**config.mk**
```make
export PLATFORM = sky130hd
export DESIGN_NAME = oled_command_parser_gddram
export DESIGN_NICKNAME = d
export VERILOG_FILES = /design/src/rtl/core/ocpg_pkg.sv /design/src/rtl/core/oled_command_parser_gddram.sv
export SDC_FILE = /design/constraint.sdc
export NUM_CORES = 2
export LEC_CHECK = 0
export BUFFER_PORTS_ARGS = -buffer_cell sky130_fd_sc_hd__buf_2
export CORE_UTILIZATION = 43
export CTS_CLUSTER_SIZE = 14
export DETAILED_ROUTE_END_ITERATION = 6
export PLACE_DENSITY = 0.58
export SLEW_MARGIN = 0
export SYNTH_ARGS = -nofsm -noshare
export SYNTH_HDL_FRONTEND = slang
export SYNTH_SLANG_ARGS = --single-unit
```
**constraint.sdc**
```tcl
create_clock -name i_clk -period 18.82 [get_ports i_clk]
set_input_delay 0.941 -clock i_clk [delete_from_list [all_inputs] [get_ports i_clk]]
set_output_delay 0.941 -clock i_clk [all_outputs]
set_load 0.01 [all_outputs]
```
**src/rtl/core/ocpg_pkg.sv**
```systemverilog
// ----------------------------------------------------------------------------
// ocpg_pkg
// shared codes and constants of the display command parser and frame memory
// ----------------------------------------------------------------------------
package ocpg_pkg;

    localparam int COLUMNS = 128;
    localparam int OFF_W   = 16;

    // parser phase
    localparam logic [1:0] PH_IDLE = 2'd0;
    localparam logic [1:0] PH_ONE  = 2'd1;
    localparam logic [1:0] PH_TWO  = 2'd2;

    // pending command
    localparam logic [1:0] PC_NONE    = 2'd0;
    localparam logic [1:0] PC_MODE    = 2'd1;
    localparam logic [1:0] PC_COLWIN  = 2'd2;
    localparam logic [1:0] PC_PAGEWIN = 2'd3;

    // addressing modes
    localparam logic [2:0] AM_HORZ = 3'd0;
    localparam logic [2:0] AM_VERT = 3'd1;
    localparam logic [2:0] AM_PAGE = 3'd2;

    // command bytes and masks
    localparam logic [7:0] CMD_MODE     = 8'h20;
    localparam logic [7:0] CMD_COLWIN   = 8'h21;
    localparam logic [7:0] CMD_PAGEWIN  = 8'h22;
    localparam logic [7:0] CMD_ENTIRE   = 8'hA4;
    localparam logic [7:0] CMD_INVERSE  = 8'hA6;
    localparam logic [7:0] CMD_DISPLAY  = 8'hAE;
    localparam logic [7:0] CMD_PAGE     = 8'hB0;
    localparam logic [7:0] CMD_COL_LO   = 8'h00;
    localparam logic [7:0] CMD_COL_HI   = 8'h10;
    localparam logic [7:0] MASK_HI_NIB  = 8'hF0;
    localparam logic [7:0] MASK_FLAG    = 8'hFE;
    localparam logic [7:0] MASK_PAGE    = 8'hF8;

    localparam logic [6:0] COL_STOP_RST  = 7'd127;
    localparam logic [6:0] PAGE_STOP_RST = 7'd7;

endpackage

```
**src/rtl/core/oled_command_parser_gddram.sv**
```systemverilog
// ----------------------------------------------------------------------------
// oled_command_parser_gddram
// display controller command decoder with column/page addressed frame memory
// ----------------------------------------------------------------------------
// Takes one word per cycle unless clearing or held by the output: a bus write
// (command or data byte, used only while chip-selected) or a scan read of one
// memory column, and returns one result word per input word, registered in
// stage 1 and then the output register. The frame memory is one single-port RAM
// of 128*PAGES bytes with registered read data; writes land at the edge of
// acceptance, so a scan of the very next word sees them. After reset the RAM is
// cleared one byte per cycle, and no word is accepted until it is all cleared.
module oled_command_parser_gddram #(
    parameter int PAGES = 4
) (
    input  logic        i_clk,
    input  logic        i_rst_n,
    input  logic        s_axis_tvalid,
    output logic        s_axis_tready,
    // chip_selected[0], bus_byte[8:1], scan_offset[17:9], zero fill above
    input  logic [23:0] s_axis_tdata,
    // func[0], is_data[1]
    input  logic [1:0]  s_axis_tuser,
    output logic        m_axis_tvalid,
    input  logic        m_axis_tready,
    // accepted[0], pixel_bits[8:1], zero fill above
    output logic [15:0] m_axis_tdata
);

    localparam int MEM_BYTES = ocpg_pkg::COLUMNS * PAGES;
    localparam int AW        = $clog2(MEM_BYTES);
    localparam int OW        = ocpg_pkg::OFF_W;

    logic [7:0] r_mem [MEM_BYTES];
    logic [7:0] r_rd_data;

    logic          r_clr_busy;
    logic [AW-1:0] r_clr_addr;

    logic [1:0] r_phase,     n_phase;
    logic [1:0] r_pend,      n_pend;
    logic [7:0] r_first_arg, n_first_arg;
    logic       r_disp_on,   n_disp_on;
    logic       r_entire_on, n_entire_on;
    logic       r_inv_on,    n_inv_on;
    logic [2:0] r_mode,      n_mode;
    logic [6:0] r_col_start, n_col_start;
    logic [6:0] r_col_stop,  n_col_stop;
    logic [6:0] r_pg_start,  n_pg_start;
    logic [6:0] r_pg_stop,   n_pg_stop;
    logic [7:0] r_col_ptr,   n_col_ptr;
    logic [6:0] r_pg_ptr,    n_pg_ptr;
    logic       n_accepted;

    logic       r_s1_valid;
    logic       r_s1_scan;
    logic       r_s1_acc;
    logic       r_s1_disp;
    logic       r_s1_entire;
    logic       r_s1_inv;

    logic       r_out_valid;
    logic       r_out_acc;
    logic [7:0] r_out_pix;

    logic          in_fire;
    logic          s1_adv;
    logic          in_func;
    logic          in_cs;
    logic          in_is_data;
    logic [7:0]    in_byte;
    logic [8:0]    in_soff;
    logic [OW-1:0] wr_off;
    logic [OW-1:0] rd_off;
    logic [AW-1:0] wr_idx;
    logic [AW-1:0] rd_idx;
    logic          mem_we;
    logic [AW-1:0] mem_wa;
    logic [7:0]    mem_wd;
    logic          mem_re;
    logic [7:0]    col_inc;
    logic [6:0]    pg_inc;
    logic          col_over;
    logic          pg_over;
    logic [7:0]    s1_pix;

    assign in_func    = s_axis_tuser[0];
    assign in_is_data = s_axis_tuser[1];
    assign in_cs      = s_axis_tdata[0];
    assign in_byte    = s_axis_tdata[8:1];
    assign in_soff    = s_axis_tdata[17:9];

    assign s1_adv        = !r_out_valid || m_axis_tready;
    assign s_axis_tready = !r_clr_busy && (!r_s1_valid || s1_adv);
    assign in_fire       = s_axis_tvalid && s_axis_tready;

    // memory offsets, out of range maps to zero
    assign wr_off = OW'({r_pg_ptr, 7'd0}) + OW'(r_col_ptr);
    assign rd_off = OW'(in_soff);
    assign wr_idx = (wr_off < OW'(MEM_BYTES)) ? wr_off[AW-1:0] : '0;
    assign rd_idx = (rd_off < OW'(MEM_BYTES)) ? rd_off[AW-1:0] : '0;

    assign mem_we = r_clr_busy || (in_fire && !in_func && in_cs && in_is_data);
    assign mem_wa = r_clr_busy ? r_clr_addr : wr_idx;
    assign mem_wd = r_clr_busy ? 8'd0 : in_byte;
    assign mem_re = in_fire && in_func;

    always_ff @(posedge i_clk) begin
        if (mem_we) begin
            r_mem[mem_wa] <= mem_wd;
        end
        if (mem_re) begin
            r_rd_data <= r_mem[rd_idx];
        end
    end

    always_ff @(posedge i_clk) begin
        if (!i_rst_n) begin
            r_clr_busy <= 1'b1;
            r_clr_addr <= '0;
        end else if (r_clr_busy) begin
            r_clr_addr <= r_clr_addr + AW'(1);
            if (r_clr_addr == AW'(MEM_BYTES - 1)) begin
                r_clr_busy <= 1'b0;
            end
        end
    end

    assign col_inc  = r_col_ptr + 8'd1;
    assign pg_inc   = r_pg_ptr + 7'd1;
    assign col_over = col_inc > {1'b0, r_col_stop};
    assign pg_over  = pg_inc > r_pg_stop;

    always_comb begin
        n_phase     = r_phase;
        n_pend      = r_pend;
        n_first_arg = r_first_arg;
        n_disp_on   = r_disp_on;
        n_entire_on = r_entire_on;
        n_inv_on    = r_inv_on;
        n_mode      = r_mode;
        n_col_start = r_col_start;
        n_col_stop  = r_col_stop;
        n_pg_start  = r_pg_start;
        n_pg_stop   = r_pg_stop;
        n_col_ptr   = r_col_ptr;
        n_pg_ptr    = r_pg_ptr;
        n_accepted  = 1'b0;
        if (!in_func && in_cs) begin
            if (in_is_data) begin
                n_accepted = 1'b1;
                unique case (r_mode)
                    ocpg_pkg::AM_PAGE: begin
                        n_col_ptr = col_over ? {1'b0, r_col_start} : col_inc;
                    end
                    ocpg_pkg::AM_HORZ: begin
                        if (col_over) begin
                            n_col_ptr = {1'b0, r_col_start};
                            n_pg_ptr  = pg_over ? r_pg_start : pg_inc;
                        end else begin
                            n_col_ptr = col_inc;
                        end
                    end
                    ocpg_pkg::AM_VERT: begin
                        if (pg_over) begin
                            n_pg_ptr  = r_pg_start;
                            n_col_ptr = col_over ? {1'b0, r_col_start} : col_inc;
                        end else begin
                            n_pg_ptr = pg_inc;
                        end
                    end
                    default: begin
                    end
                endcase
            end else if (r_phase == ocpg_pkg::PH_TWO) begin
                n_first_arg = in_byte;
                n_phase     = ocpg_pkg::PH_ONE;
            end else if (r_phase == ocpg_pkg::PH_ONE) begin
                n_phase = ocpg_pkg::PH_IDLE;
                unique case (r_pend)
                    ocpg_pkg::PC_MODE: begin
                        n_mode     = in_byte[2:0];
                        n_accepted = 1'b1;
                    end
                    ocpg_pkg::PC_COLWIN: begin
                        n_col_start = r_first_arg[6:0];
                        n_col_stop  = in_byte[6:0];
                        n_col_ptr   = {1'b0, r_first_arg[6:0]};
                        n_accepted  = 1'b1;
                    end
                    ocpg_pkg::PC_PAGEWIN: begin
                        n_pg_start = r_first_arg[6:0];
                        n_pg_stop  = in_byte[6:0];
                        n_pg_ptr   = r_first_arg[6:0];
                        n_accepted = 1'b1;
                    end
                    default: begin
                    end
                endcase
            end else begin
                n_phase = ocpg_pkg::PH_IDLE;
                priority if ((in_byte & ocpg_pkg::MASK_HI_NIB) == ocpg_pkg::CMD_MODE) begin
                    if (in_byte == ocpg_pkg::CMD_MODE) begin
                        n_phase = ocpg_pkg::PH_ONE;
                        n_pend  = ocpg_pkg::PC_MODE;
                    end else if (in_byte == ocpg_pkg::CMD_COLWIN) begin
                        n_phase = ocpg_pkg::PH_TWO;
                        n_pend  = ocpg_pkg::PC_COLWIN;
                    end else if (in_byte == ocpg_pkg::CMD_PAGEWIN) begin
                        n_phase = ocpg_pkg::PH_TWO;
                        n_pend  = ocpg_pkg::PC_PAGEWIN;
                    end
                end else if ((in_byte & ocpg_pkg::MASK_FLAG) == ocpg_pkg::CMD_ENTIRE) begin
                    n_entire_on = in_byte[0];
                    n_accepted  = 1'b1;
                end else if ((in_byte & ocpg_pkg::MASK_FLAG) == ocpg_pkg::CMD_INVERSE) begin
                    n_inv_on   = in_byte[0];
                    n_accepted = 1'b1;
                end else if ((in_byte & ocpg_pkg::MASK_FLAG) == ocpg_pkg::CMD_DISPLAY) begin
                    n_disp_on  = in_byte[0];
                    n_accepted = 1'b1;
                end else if ((in_byte & ocpg_pkg::MASK_PAGE) == ocpg_pkg::CMD_PAGE) begin
                    n_pg_ptr   = {5'd0, in_byte[1:0]};
                    n_accepted = 1'b1;
                end else if ((in_byte & ocpg_pkg::MASK_HI_NIB) == ocpg_pkg::CMD_COL_LO) begin
                    n_col_ptr  = {r_col_ptr[7:4], in_byte[3:0]};
                    n_accepted = 1'b1;
                end else if ((in_byte & ocpg_pkg::MASK_HI_NIB) == ocpg_pkg::CMD_COL_HI) begin
                    n_col_ptr  = {in_byte[3:0], r_col_ptr[3:0]};
                    n_accepted = 1'b1;
                end else begin
                end
            end
        end
    end

    always_ff @(posedge i_clk) begin
        if (!i_rst_n) begin
            r_phase     <= ocpg_pkg::PH_IDLE;
            r_pend      <= ocpg_pkg::PC_NONE;
            r_first_arg <= 8'd0;
            r_disp_on   <= 1'b0;
            r_entire_on <= 1'b0;
            r_inv_on    <= 1'b0;
            r_mode      <= ocpg_pkg::AM_PAGE;
            r_col_start <= 7'd0;
            r_col_stop  <= ocpg_pkg::COL_STOP_RST;
            r_pg_start  <= 7'd0;
            r_pg_stop   <= ocpg_pkg::PAGE_STOP_RST;
            r_col_ptr   <= 8'd0;
            r_pg_ptr    <= 7'd0;
        end else if (in_fire) begin
            r_phase     <= n_phase;
            r_pend      <= n_pend;
            r_first_arg <= n_first_arg;
            r_disp_on   <= n_disp_on;
            r_entire_on <= n_entire_on;
            r_inv_on    <= n_inv_on;
            r_mode      <= n_mode;
            r_col_start <= n_col_start;
            r_col_stop  <= n_col_stop;
            r_pg_start  <= n_pg_start;
            r_pg_stop   <= n_pg_stop;
            r_col_ptr   <= n_col_ptr;
            r_pg_ptr    <= n_pg_ptr;
        end
    end

    // stage 1: waits for memory read data
    always_ff @(posedge i_clk) begin
        if (!i_rst_n) begin
            r_s1_valid <= 1'b0;
        end else if (in_fire) begin
            r_s1_valid <= 1'b1;
        end else if (s1_adv) begin
            r_s1_valid <= 1'b0;
        end
    end

    always_ff @(posedge i_clk) begin
        if (in_fire) begin
            r_s1_scan   <= in_func;
            r_s1_acc    <= n_accepted;
            r_s1_disp   <= r_disp_on;
            r_s1_entire <= r_entire_on;
            r_s1_inv    <= r_inv_on;
        end
    end

    always_comb begin
        s1_pix = 8'd0;
        if (r_s1_scan && r_s1_disp) begin
            if (r_s1_entire) begin
                s1_pix = 8'hFF;
            end else begin
                s1_pix = r_s1_inv ? ~r_rd_data : r_rd_data;
            end
        end
    end

    // output register
    always_ff @(posedge i_clk) begin
        if (!i_rst_n) begin
            r_out_valid <= 1'b0;
        end else if (s1_adv) begin
            r_out_valid <= r_s1_valid;
        end
    end

    always_ff @(posedge i_clk) begin
        if (s1_adv && r_s1_valid) begin
            r_out_acc <= r_s1_acc;
            r_out_pix <= s1_pix;
        end
    end

    assign m_axis_tvalid = r_out_valid;
    assign m_axis_tdata  = {7'd0, r_out_pix, r_out_acc};

endmodule

```
==> impl_metrics.env <==
export IMPL_grt_overflow_total=0
export IMPL_post_route_period_util_pct=35.2
export IMPL_seq_area_sq_um=125000
export IMPL_r2r_slack_ns=13.59
export IMPL_path_cells="buf_8 > buf_12 > buf_4 > buf_4 > buf_12 > buf_4 > nor2b_1 > a21oi_1 > o21ai_0 > nand3_1 > nor2_1 > o32ai_2 > nor4_2"
export IMPL_r2r_worst_path_cells=10
export IMPL_dieArea_sq_um=388000
export IMPL_r2r_start="r_pg_ptr[0]$_SDFFE_PN0P_"
export IMPL_rsz0062_at_grt="no"
export IMPL_synth_mux_area_share_pct=13.9
export IMPL_clock_latency_ns=1.00
export IMPL_grt_max_degree=191
export IMPL_grt_util_all_layers_pct=23.5
export IMPL_worst_slew_pin_slew_ns=1.29
export IMPL_route_vias_total=87700
export IMPL_start_util_pct=43.3
export IMPL_clock_sinks=4190
export IMPL_fmax_ghz=0.151
export IMPL_multi_input_area_sq_um=37600
export IMPL_final_hold_viol_count=0
export IMPL_swShare_pct=21.5
export IMPL_cap_viol_max_count=0
export IMPL_netlist_area_leader_share_pct=74.5
export IMPL_synth_cell_types=93
export IMPL_syn_area_sq_um=166000
export IMPL_num_nets_final=8985
export IMPL_ir_drop_mv=0.0757
export IMPL_layout_common_cells="edfxtp_1, mux2i_1, nor2_1"
export IMPL_grt_pass1_wl_mm=657
export IMPL_wl_mm=466
export IMPL_yosys_area_share_xor_xnor_pct=0.132
export IMPL_worstSetupPathType="in2reg"
export IMPL_io_buffers=34
export IMPL_dpl_hpwl_mm=281
export IMPL_min_path_type="in2reg"
export IMPL_pwr_share_clk_pct=42.7
export IMPL_whs_path_depth=1
export IMPL_drive_gt1_share_pct=17.3
export IMPL_cts_setup_buffers=0
export IMPL_synth_edff_count=4118
export IMPL_r2r_end="r_mem[239][5]$_DFFE_PP_"
export IMPL_viasPerCell=6.12
export IMPL_min_from="s_axis_tuser[0]"
export IMPL_status="finished clean"
export IMPL_die_y_um=623
export IMPL_yosysWarnings=0
export IMPL_clockRootBuffer="clkbuf_16"
export IMPL_cp_start_kind="primary input"
export IMPL_avgRoutedWirePerCell_um=32.5
export IMPL_cts_hold_buf=0
export IMPL_grt_antenna_before_repair=33
export IMPL_ioPinCount=48
export IMPL_area_growth_pct=11.1
export IMPL_critical_path_required_ns=19.61
export IMPL_p_int_w=0.0149
export IMPL_firstDrtPassIters=6
export IMPL_ys_flop_type="edfxtp_1"
export IMPL_synth_avg_cell_area_sq_um=18.8
export IMPL_cts_resized=0
export IMPL_worstSetupEndpointType="flip-flop"
export IMPL_die_x_um=623
export IMPL_synth_top_family_by_area="multiplexers"
export IMPL_slew_headroom_pct=11.5
export IMPL_switching_power_w=0.00409
export IMPL_seq_power_share_pct=53.0
export IMPL_synth_compound_area_share_pct=4.70
export IMPL_cp_slowest_stage_delay_ns=0.76
export IMPL_grt_pass1_vias=86700
export IMPL_clockBufferDepth=4
export IMPL_finalMaxSlewViolations=0
export IMPL_power_w=0.0190
export IMPL_worstPathMaxFanout=97
export IMPL_ys_seq_area_share_pct=75.4
export IMPL_slowest_stage="nor2b_1"
export IMPL_gp_congestion=0.840
export IMPL_htreeDepth=5
export IMPL_cts_buffers=416
export IMPL_synthSimpleGateAreaFrac_pct=3.61
export IMPL_clk_pin_slew_ns=0.06
export IMPL_whs_endpoint="r_s1_scan$_DFFE_PP_"
export IMPL_power_frac_comb_pct=4.2
export IMPL_drtIter0Drc=10400
export IMPL_design_core_area_sq_um=383000
export IMPL_finalSetupViolCount=0
export IMPL_clock_skew_ns=0.0543
export IMPL_total_leakage_power_nw=59.7
export IMPL_period_needed_ns=6.63
export IMPL_ant_nets=0
export IMPL_synth_fa_ha_area_share_pct=0.166
export IMPL_synth_area_leader_cell="edfxtp_1"
export IMPL_syn_inst=8822
export IMPL_setup_tns_final_ns=0
export IMPL_drc_errors=0
export IMPL_power_density_nw_per_um2=103
export IMPL_async_flop_share_pct=0
export IMPL_cts_tree="built"
export IMPL_final_common_cell="edfxtp_1"
export IMPL_cpMostUsedCell="buf_4"
export IMPL_rows=227
export IMPL_ys_ff_latch=4190
export IMPL_synth_area_top_cells="edfxtp_1, mux4_2, mux2i_1"
export IMPL_fillerInstances=31300
export IMPL_cp_arrival_ns=7.41
## stage by stage
stage / utilization, % / hold WS (ns) / cells / cell area [sq um] / setup slack [ns]
global placement: 44.7 / 0.437 / 13600 / 171000 / 11.33
global route: 48.1 / 0.177 / 14300 / 184000 / 12.05
detailed placement: 44.7 / 0.406 / 13600 / 171000 / 11.30
finish: 48.1 / 0.204 / 14300 / 184000 / 12.19
CTS: 48.1 / 0.138 / 14300 / 184000 / 12.34
floorplan: - / 0.400 / 8828 / 166000 / 2.43
## cells in the mapped netlist, drive strengths merged (23+ instances only)
cell type     n
edfxtp     4118
mux2i       793
nor2        692
mux4        646
buf         331
nand2       286
o221ai      266
clkbuf      241
o22ai       220
a21oi       199
o21ai       162
nor3        101
dfxtp        72
nand3        70
a31oi        45
mux2         45
nor2b        43
a211oi       40
nor4         37
and2         29
inv          27
a21boi       25
nand2b       24
nand4        23
o211ai       23
## cell type report
| type | count | share of cell area [%] |
|---|---|---|
| diodes | 12 | 0.0163 |
| clock buffers | 512 | 5.90 |
| inverters | 27 | 0.0631 |
| well taps | 5038 | 3.42 |
| multi-input cells | 4039 | 20.4 |
| repair buffers | 259 | 1.14 |
| flip-flops and latches | 4190 | 67.8 |
| clock inverters | 258 | 1.27 |
## sequential cells by signal, summed over array words and instances, names as in the netlist, 2 cells and up
name         flops
r_mem         4096
r_clr_addr       9
r_col_ptr        8
r_out_pix        8
r_rd_data        8
r_col_start      7
r_col_stop       7
r_first_arg      7
r_pg_ptr         7
r_pg_start       7
r_pg_stop        7
r_mode           3
r_pend           2
r_phase          2
## worst max-delay path by stage
stage | depth (start not counted) | endpoint | from | slack, ns
2_1_floorplan | 2 | r_mem[0][1]$_DFFE_PP_ | s_axis_tdata[2] | 2.43
3_3_place_gp | 13 | r_rd_data[1]$_DFFE_PP_ | s_axis_tdata[9] | 11.33
3_5_place_dp | 12 | r_rd_data[5]$_DFFE_PP_ | s_axis_tdata[9] | 11.30
4_1_cts | 13 | r_rd_data[1]$_DFFE_PP_ | s_axis_tdata[9] | 12.34
5_1_grt | 12 | r_rd_data[2]$_DFFE_PP_ | s_axis_tdata[9] | 12.05
6_report | 13 | r_rd_data[0]$_DFFE_PP_ | s_axis_tdata[10] | 12.19
## power groups by stage
stage / logic, W / clock network, W / registers [W]
after floorplan: 0.000508 / 0 / 0.0103
after global placement: 0.000801 / 0 / 0.0103
after detailed placement: 0.000802 / 0 / 0.0103
after CTS: 0.000804 / 0.00822 / 0.0101
after global routing: 0.000833 / 0.00856 / 0.0101
final: 0.000806 / 0.00813 / 0.0101
## critical path: cells and delay by family
| family | cells | cell delay (ns) |
|---|---|---|
| buf+inv | 6 | 3.03 |
| simple gates | 4 | 1.80 |
| compound gates | 3 | 1.02 |
## kinds of logic after synthesis
kind of cell,Yosys count
AOI/OAI and AO/OA,1134
xor gates and xnor gates,25
adders and majority gates,22
buffers and inverters,599
DFF,4190
muxes,1484
other,1
and+or+nand+nor,1367
## layer usage
metal	vias up	wire (um)	GRT usage [%]	share of wire, %
li1	36300	-	-	-
met1	46600	191000	33.1	41
met2	4010	219000	37.3	47
met3	732	40000	4.41	8.6
met4	18	16400	7.35	3.5
met5	-	250	0.259	0.054
Note: power is estimated with default switching activity, not from simulation.
